`src/shds_pkg.sv`:
```
package shds_pkg;

   // Operation codes carried in the request tuser
   typedef enum logic [1:0] {
      OP_NEXT = 2'd0,
      OP_PREV = 2'd1,
      OP_LOAD = 2'd2,
      OP_HOLD = 2'd3
   } op_type;

   localparam logic [3:0]  MONTHS_PER_YEAR = 4'd12;
   localparam logic [3:0]  LAST_LONG_MONTH = 4'd6;
   localparam logic [4:0]  LEN_LONG        = 5'd31;
   localparam logic [4:0]  LEN_SHORT       = 5'd30;
   localparam logic [4:0]  LEN_ESFAND     = 5'd29;
   localparam logic [1:0]  LEAP_PHASE      = 2'd3;
   localparam logic [2:0]  LAST_WEEKDAY    = 3'd6;
   localparam logic [3:0]  WEEK_LEN        = 4'd7;

   localparam logic [11:0] RESET_YEAR    = 12'd1348;
   localparam logic [3:0]  RESET_MONTH   = 4'd10;
   localparam logic [4:0]  RESET_DAY     = 5'd11;
   localparam logic [2:0]  RESET_WEEKDAY = 3'd5;

   // Date plus weekday; packs with year in the low bits
   typedef struct packed {
      logic [2:0]  weekday;
      logic [4:0]  day;
      logic [3:0]  month;
      logic [11:0] year;
   } date_type;

   // One request word after unpacking
   typedef struct packed {
      op_type      op;
      logic [11:0] year;
      logic [3:0]  month;
      logic [4:0]  day;
   } req_type;

   // Days in a month; the last month is long in years with year mod 4 = 3
   function automatic logic [4:0] month_len(input logic [11:0] year,
                                            input logic [3:0] month);
      logic [4:0] len;
      if (month <= LAST_LONG_MONTH) begin
         len = LEN_LONG;
      end else if (month != MONTHS_PER_YEAR || year[1:0] == LEAP_PHASE) begin
         len = LEN_SHORT;
      end else begin
         len = LEN_ESFAND;
      end
      return len;
   endfunction

   // Days of the year before the first of a month
   function automatic logic [8:0] month_offset(input logic [3:0] month);
      logic [8:0] off;
      case (month)
         4'd1:    off = 9'd0;
         4'd2:    off = 9'd31;
         4'd3:    off = 9'd62;
         4'd4:    off = 9'd93;
         4'd5:    off = 9'd124;
         4'd6:    off = 9'd155;
         4'd7:    off = 9'd186;
         4'd8:    off = 9'd216;
         4'd9:    off = 9'd246;
         4'd10:   off = 9'd276;
         4'd11:   off = 9'd306;
         4'd12:   off = 9'd336;
         default: off = 9'd0;
      endcase
      return off;
   endfunction

   // Residue mod 7 by folding octal digits (8 is 1 mod 7)
   function automatic logic [2:0] mod7(input logic [12:0] v);
      logic [4:0] s1;
      logic [3:0] s2;
      logic [3:0] s3;
      s1 = 5'(v[2:0]) + 5'(v[5:3]) + 5'(v[8:6]) + 5'(v[11:9]) + 5'(v[12]);
      s2 = 4'(s1[2:0]) + 4'(s1[4:3]);
      s3 = 4'(s2[2:0]) + 4'(s2[3]);
      if (s3 >= WEEK_LEN) begin
         s3 = s3 - WEEK_LEN;
      end
      return s3[2:0];
   endfunction

endpackage

```
`src/shds_in_stage.sv`:
```
module shds_in_stage (
   input  logic              clock,
   input  logic              reset,
   input  logic              req_tvalid,
   output logic              req_tready,
   input  logic [23:0]       req_tdata,   // load_year[11:0], load_month[15:12], load_day[20:16]
   input  logic [1:0]        req_tuser,   // opcode[1:0]
   input  logic              advance,
   output logic              valid,
   output shds_pkg::req_type req
);

   logic              valid_ff, valid_in;
   shds_pkg::req_type req_ff, req_in;
   logic              take;

   // Accept a word when the register is empty or drains this cycle
   assign req_tready = !valid_ff || advance;
   assign take       = req_tvalid && req_tready;

   always_comb begin
      req_in.op    = shds_pkg::op_type'(req_tuser);
      req_in.year  = req_tdata[11:0];
      req_in.month = req_tdata[15:12];
      req_in.day   = req_tdata[20:16];
      valid_in     = take || (valid_ff && !advance);
   end

   always_ff @(posedge clock) begin
      if (reset) begin
         valid_ff <= 1'b0;
      end else begin
         valid_ff <= valid_in;
      end
   end

   // Capture payload on accept
   always_ff @(posedge clock) begin
      if (take) begin
         req_ff <= req_in;
      end
   end

   assign valid = valid_ff;
   assign req   = req_ff;

endmodule

```
`src/shds_core.sv`:
```
module shds_core (
   input  shds_pkg::req_type  req,
   input  shds_pkg::date_type cur,
   output shds_pkg::date_type nxt
);

   logic [4:0]  cur_len;
   logic [4:0]  prev_len;
   logic [3:0]  prev_month;
   logic [11:0] prev_year;
   logic [3:0]  ld_month;
   logic [4:0]  ld_len;
   logic [4:0]  ld_day;
   logic [12:0] ld_sum;

   always_comb begin
      // Length of the current month for the forward step
      cur_len = shds_pkg::month_len(cur.year, cur.month);

      // Month and year that a backward step falls into
      if (cur.month <= 4'd1) begin
         prev_month = shds_pkg::MONTHS_PER_YEAR;
         prev_year  = cur.year - 12'd1;
      end else begin
         prev_month = cur.month - 4'd1;
         prev_year  = cur.year;
      end
      prev_len = shds_pkg::month_len(prev_year, prev_month);

      // Clamp the load fields and compute the weekday
      if (req.month == 4'd0) begin
         ld_month = 4'd1;
      end else if (req.month > shds_pkg::MONTHS_PER_YEAR) begin
         ld_month = shds_pkg::MONTHS_PER_YEAR;
      end else begin
         ld_month = req.month;
      end
      ld_len = shds_pkg::month_len(req.year, ld_month);
      if (req.day == 5'd0) begin
         ld_day = 5'd1;
      end else if (req.day > ld_len) begin
         ld_day = ld_len;
      end else begin
         ld_day = req.day;
      end
      ld_sum = 13'(req.year) + 13'(req.year[11:2]) + 13'(ld_day)
             + 13'(shds_pkg::month_offset(ld_month));

      nxt = cur;
      case (req.op)
         shds_pkg::OP_NEXT: begin
            if (cur.day >= cur_len) begin
               nxt.day = 5'd1;
               if (cur.month >= shds_pkg::MONTHS_PER_YEAR) begin
                  nxt.month = 4'd1;
                  nxt.year  = cur.year + 12'd1;
               end else begin
                  nxt.month = cur.month + 4'd1;
               end
            end else begin
               nxt.day = cur.day + 5'd1;
            end
            nxt.weekday = (cur.weekday == shds_pkg::LAST_WEEKDAY) ? 3'd0
                                                                  : cur.weekday + 3'd1;
         end
         shds_pkg::OP_PREV: begin
            if (cur.day <= 5'd1) begin
               nxt.month = prev_month;
               nxt.year  = prev_year;
               nxt.day   = prev_len;
            end else begin
               nxt.day = cur.day - 5'd1;
            end
            nxt.weekday = (cur.weekday == 3'd0) ? shds_pkg::LAST_WEEKDAY
                                                : cur.weekday - 3'd1;
         end
         shds_pkg::OP_LOAD: begin
            nxt.year    = req.year;
            nxt.month   = ld_month;
            nxt.day     = ld_day;
            nxt.weekday = shds_pkg::mod7(ld_sum);
         end
         default: begin
            nxt = cur;
         end
      endcase
   end

endmodule

```
`src/solar_hijri_date_stepper_unit.sv`:
```
// Channel  Dir  Payload (low bit first)                          Accept
// req      in   tdata: year[11:0] month[15:12] day[20:16]        tvalid & tready
//               tuser: opcode[1:0]
// rsp      out  tdata: year[11:0] month[15:12] day[20:16]        tvalid & tready
//                      weekday[23:21]
// One word per cycle is taken unless the result stalls.
// The input register feeds one pass of date logic into the result register,
// and the date state updates in that same cycle.
// Reset is synchronous and loads 1348-10-11, weekday 5; both channels empty.
// A stalled result holds; the input register takes one more word while the
// result register waits, then req_tready follows rsp_tready.
module solar_hijri_date_stepper_unit (
   input  logic        clock,
   input  logic        reset,
   input  logic        req_tvalid,
   output logic        req_tready,
   input  logic [23:0] req_tdata,   // load_year[11:0], load_month[15:12], load_day[20:16]
   input  logic [1:0]  req_tuser,   // opcode[1:0]
   output logic        rsp_tvalid,
   input  logic        rsp_tready,
   output logic [23:0] rsp_tdata    // cur_year[11:0], cur_month[15:12], cur_day[20:16],
                                    // weekday[23:21]
);

   logic               in_valid;
   shds_pkg::req_type  in_req;
   logic               advance;
   shds_pkg::date_type date_ff, date_in;
   shds_pkg::date_type rsp_data_ff;
   logic               rsp_valid_ff, rsp_valid_in;

   shds_in_stage u_in (
      .clock      (clock),
      .reset      (reset),
      .req_tvalid (req_tvalid),
      .req_tready (req_tready),
      .req_tdata  (req_tdata),
      .req_tuser  (req_tuser),
      .advance    (advance),
      .valid      (in_valid),
      .req        (in_req)
   );

   shds_core u_core (
      .req (in_req),
      .cur (date_ff),
      .nxt (date_in)
   );

   // Move a word into the result slot when it is free or drains now
   assign advance = in_valid && (!rsp_valid_ff || rsp_tready);

   always_comb begin
      if (advance) begin
         rsp_valid_in = 1'b1;
      end else if (rsp_tready) begin
         rsp_valid_in = 1'b0;
      end else begin
         rsp_valid_in = rsp_valid_ff;
      end
   end

   // Date state and result valid
   always_ff @(posedge clock) begin
      if (reset) begin
         date_ff.year    <= shds_pkg::RESET_YEAR;
         date_ff.month   <= shds_pkg::RESET_MONTH;
         date_ff.day     <= shds_pkg::RESET_DAY;
         date_ff.weekday <= shds_pkg::RESET_WEEKDAY;
         rsp_valid_ff    <= 1'b0;
      end else begin
         if (advance) begin
            date_ff <= date_in;
         end
         rsp_valid_ff <= rsp_valid_in;
      end
   end

   // Result payload
   always_ff @(posedge clock) begin
      if (advance) begin
         rsp_data_ff <= date_in;
      end
   end

   assign rsp_tvalid = rsp_valid_ff;
   assign rsp_tdata  = rsp_data_ff;

endmodule

```
`config.mk`:
```
export PLATFORM = sky130hd
export DESIGN_NAME = solar_hijri_date_stepper_unit
export DESIGN_NICKNAME = d
export VERILOG_FILES = /design/src/shds_pkg.sv /design/src/shds_in_stage.sv /design/src/shds_core.sv /design/src/solar_hijri_date_stepper_unit.sv
export SDC_FILE = /design/constraint.sdc
export NUM_CORES = 1
export LEC_CHECK = 0
export ABC_AREA = 0
export BUFFER_PORTS_ARGS = -buffer_cell sky130_fd_sc_hd__buf_2
export CORE_ASPECT_RATIO = 0.8
export CORE_MARGIN = 2
export CORE_UTILIZATION = 50
export CTS_CLUSTER_DIAMETER = 30
export DETAILED_ROUTE_END_ITERATION = 7
export PLACE_DENSITY_LB_ADDON = 0.12
export SLEW_MARGIN = 10
export SYNTH_ARGS = -nofsm -noshare
export SYNTH_HDL_FRONTEND = slang
export SYNTH_SLANG_ARGS = --single-unit
export TNS_END_PERCENT = 1
```
`constraint.sdc`:
```
create_clock -name clock -period 7.6 [get_ports clock]
set_input_delay 0.76 -clock clock [delete_from_list [all_inputs] [get_ports clock]]
set_output_delay 0.76 -clock clock [all_outputs]
set_load 0.1 [all_outputs]
```
Yosys cells after proc, flatten, opt, wreduce, memory -nomap -nowiden

Memories as Yosys holds them, arrays and structs flattened.
Index checks and enable logic that the tools add are counted.

Word-level logic and storage cells: 93
Register bits after elaboration: 73
Memories: 1
ROM bits: 144
Output and inout bits: 26

Memory list:

| name             | depth | width | rd ports | clocked after Yosys merged registers in | write ports | RTL line       | source |
|---|---|---|---|---|---|---|---|
| (name not given) | 16    | 9     | 1        | 0                                       | 0           | shds_pkg.sv:58 | `case (month)` |

$lt $le $gt $ge: 10
Eq/ne operators: 9
Reduce and logical (&&, ||, !) cells: 17
Add/subtract/negate cells: 18
Multiplexer cells: 24

Operator list:

| cell                                                | count |
|---|---|
| one-hot mux 24 bit (3 select lines)                 | 1 |
| 2-to-1 mux 5 bit                                    | 7 |
| 2-to-1 mux 16 bit                                   | 2 |
| 2-to-1 mux 12 bit                                   | 2 |
| 2-to-1 mux 4 bit                                    | 4 |
| adder 12 x 10 -> 13 bit                             | 1 |
| adder 13 x 5 -> 13 bit                              | 1 |
| adder 13 x 9 -> 13 bit                              | 1 |
| adder 12 x 1 -> 12 bit, second input constant       | 1 |
| <= comparator 4 x 3 -> 1 bit, second input constant | 3 |
| inequality test 4 bit, second input constant        | 3 |
| subtractor 12 x 1 -> 12 bit, second input constant  | 1 |
| adder 5 x 3 -> 5 bit                                | 2 |
| 2-to-1 mux 3 bit                                    | 3 |
| == test 2 bit, second input constant                | 4 |
| logical OR 1 bit                                    | 6 |
| 2-to-1 mux 2 bit                                    | 3 |
| adder 5 x 1 -> 5 bit                                | 1 |
| adder 5 x 1 -> 5 bit, second input constant         | 1 |
| >= comparator 5 bit                                 | 1 |
| greater-than comparator 5 bit                       | 1 |
| <= comparator 5 x 1 -> 1 bit, second input constant | 1 |
| logical NOT 5 bit                                   | 1 |
| subtractor 5 x 1 -> 5 bit, second input constant    | 1 |
| 21 further kinds                                    | 26 |

Logic depth before layout (Yosys ltp)

Word-level depth: 21
Gate-level depth with buffers: 41

By module

A second synthesis with hierarchy kept.

Cells, all modules: 660
Area total of the unflattened synthesis: 6,143.4 µm²

Modules (own cells, without submodules):

| module                        | cells each | instances | area an instance (µm²) |
|---|---|---|---|
| shds_core                     | 499        | 1         | 3,590.9 |
| solar_hijri_date_stepper_unit | 133        | 1         | 1,806.7 |
| shds_in_stage                 | 28         | 1         | 745.7 |

Least setup slack after synthesis

No wires, ideal clock.

Kind: register -> register
Start: reg u_in.req_ff (netlist bit u_in.req[7])
End: reg rsp_data_ff (netlist bit rsp_tdata[22]), data pin
Clock period less this slack: 8,063 ps
Path slack: -463 ps
Stages on the path, launching flop included: 39
Library setup time: 271 ps
Arrival time: 7,792 ps
Buffers on the path: 1
Cell sequence: edfxtp_1 clkbuf_1 nor2_1 nor2_1 o21bai_1 inv_1 ha_1 and3b_1 o22ai_1 ha_1 nand2_1 o211ai_1 nor2_1 a21oi_1 fa_1 inv_1 ha_1 inv_1 [... 3 more ...] inv_1 fa_1 fa_1 inv_1 fa_1 a21o_1 a21o_1 ha_1 a21oi_1 nor2_1 ha_1 ha_1 ha_1 a22oi_1 mux2_2 and3_1 nor4_1 a31oi_1

RTL lines:

| element                | RTL line                            | source |
|---|---|---|
| start, declared        | shds_in_stage.sv:14                 | `shds_pkg::req_type req_ff, req_in;` |
| start signal, assigned | shds_in_stage.sv:40                 | `req_ff <= req_in;` |
| end signal, assigned   | solar_hijri_date_stepper_unit.sv:82 | `rsp_data_ff <= date_in;` |
| end, declared          | solar_hijri_date_stepper_unit.sv:29 | `shds_pkg::date_type rsp_data_ff;` |

==> impl_metrics.toml <==
[status]
status = "complete, but fails checks"
failed_checks = "negative setup slack"

[critical_path]
cp_top_family = "adder cells"
critPathMostFrequentCell = "inv_2"
cp-end-kind = "register"
max_stage_delay_ns = 0.55
critPathSlowestCell = "fa_1"
crit_fanout = 4
path_buf_inv = 7
critPathArrivalTime_ns = 8.01
critical_path_class = "register to register"
cp-start-kind = "register"
cp.required_ns = 7.65

[drt]
routed_wl_um = 17140
drc = 0
vias = 5590
drt.antenna.violating_nets = 0
dr.first_iter.drc_count = 448
vias_per_cell = 6.225
detail_route.wl_per_cell_um = 19.09
dr.pass1.iters = 5

[sta]
rsz0062_at_grt = "true"
max_freq_ghz = 0.1258
hold_violations = 0
min_period_over_period = 1.046
relSlewSlack = 0.2543
setup_violations = 6
fin_crit_ns = 7.951
worstMarginPinSlew_ns = 1.114
finalSetupTns_ns = -1.332
slew_violations = 0
fin_skew_ns = 0.008049
worst_slack_ns = -0.3508
holdWs_ns = 0.5187

[logic_synthesis]
synth_top_area_frac = 0.2295
avgSynthCellArea_um2 = 9.044
synth_area_um2 = 6150
synth_edf_count = 47
seq_area_frac_synth = 0.3141
synth.area.top_cells = "edfxtp_1 23%, ha_1 11%, dfxtp_1 8.5%"
syn-num-nets = 786
yosysWarnings = 0
synth_ff_type = "edfxtp_1"
synth_cells = 680
async_flop_share = 0
yosysTopAreaCell = "edfxtp_1"
ys_types = 78
ys_ff_latch = 73
synth_most_common_cell = "ha_1"
synth_common_cells = "56 x ha_1, 54 x nor2_1, 50 x inv_1"

[global_route]
antenna_found_initial = 0
grt_pass1_wl_um = 27080
grt_overflow_total = 0
track_usage = 0.2653
use_met1 = 0.3584
grt_max_degree = 44
top_usage_layer = "met2"
grtUsageMet3 = 0.06430
grt_pass1_vias = 5319
use_met2 = 0.4344

[finish]
nets = 847
fillers = 1031
seqCellArea_um2 = 1932
antenna_cells = 0
finalNonFillerCells = 898
syn_to_final_growth_pct = 17.99
multi_input_area_um2 = 4090
drive_gt1_frac = 0.2346

[clock_network]
root_buffer = "clkbuf_16"
cts.sinks = 73
clk_pin_slew_worst_paths_ns = 0.06
clock_latency_ns = 0.34
cts_tree = "yes"
clk_path_buf_depth = 2
htree_levels = 3
cts_made_buffers = 9

[floorplan]
dieArea_um2 = 13210
dieWidth_um = 128.0
rows = 36
start_util = 0.5094
core-area_um2 = 12070
ioPinCount = 56
fp.dieH_um = 103.2

[place]
place.gp.congestion = 0.9593
dp_cells = 871
dp_hpwl_um = 12340
io_buffers = 52

[flow_run]
cap_violations = 0

[hold_path]
holdCritPathClass = "register to register"
layout make-up:
| class | count | area share |
|---|---|---|
| Sequential cell | 73 | 0.2663 |
| Timing Repair Buffer | 95 | 0.08088 |
| Tap cell | 152 | 0.02621 |
| Inverter | 51 | 0.02638 |
| Clock inverter | 6 | 0.005001 |
| Multi-Input combinational cell | 511 | 0.5637 |
| Clock buffer | 10 | 0.03156 |
kinds of logic after synthesis:
family,share of synthesized area
and+or+nand+nor,0.1687
AOI/OAI and AO/OA,0.2189
buffers and inverters,0.06185
adders and majority gates,0.1790
DFF,0.3141
xor gates and xnor gates,0.03357
muxes,0.02380
tightest hold or removal path, stage by stage (launching register included):
cell and delay [ns]:
dfxtp_1 0.33, nor2_1 0.10, nor2_1 0.04
stage by stage:
| stage | setup WS [ns] | util | cell area, um2 |
|---|---|---|---|
| finish | -0.3508 | 0.6011 | 7256 |
| floorplan | -0.1046 | - | 6272 |
| global placement | -0.1572 | 0.5603 | 6764 |
| CTS | -0.1177 | 0.5930 | 7158 |
| detailed placement | -0.3573 | 0.5603 | 6764 |
| global route | -0.7369 | 0.6011 | 7256 |
final timing paths:
kind / endpoint / start / slack (ns) / cells past startpoint
setup reg to reg: rsp_tdata[22] / u_in.req[7] / -0.35 / 38
setup / recovery: rsp_tdata[22] / u_in.req[7] / -0.35 / 38
hold / removal: rsp_tvalid / u_in.valid / 0.52 / 2
hold reg to reg: rsp_tvalid / u_in.valid / 0.52 / 2
sequential cells by signal, summed over array words and instances (netlist names):
signal      cells
rsp_tvalid      1
date_ff        24
rsp_tdata      24
u_in.req       23
u_in.valid      1
routing by layer:
metal  up-vias  share of wire
li1       2626              -
met1      2725           0.44
met2       215           0.47
met3        24          0.076
met4         0          0.014
met5         -              0
repair_timing:
action | CTS | global route
setup buffers | 7 | 4
hold buffers | 0 | 0
gates resized for setup | 18 | 16
pin swaps | 34 | 22
endpoints found under the setup margin | 6 | 6
layout by cell type (no fill, tap or decap), drive strengths merged, types with 16 or more instances in the layout:
| master | synthesis | layout |
|---|---|---|
| buf | 12 | 95 |
| ha | 56 | 56 |
| nor2 | 54 | 54 |
| inv | 50 | 50 |
| edfxtp | 47 | 47 |
| nand2 | 45 | 45 |
| a21oi | 42 | 42 |
| o21ai | 29 | 29 |
| dfxtp | 26 | 26 |
| fa | 20 | 20 |
| nor3 | 19 | 19 |
| nand3 | 16 | 16 |
Power is not shown: default switching activity piles up to over one toggle a cycle in this logic, so the estimate is an artifact.
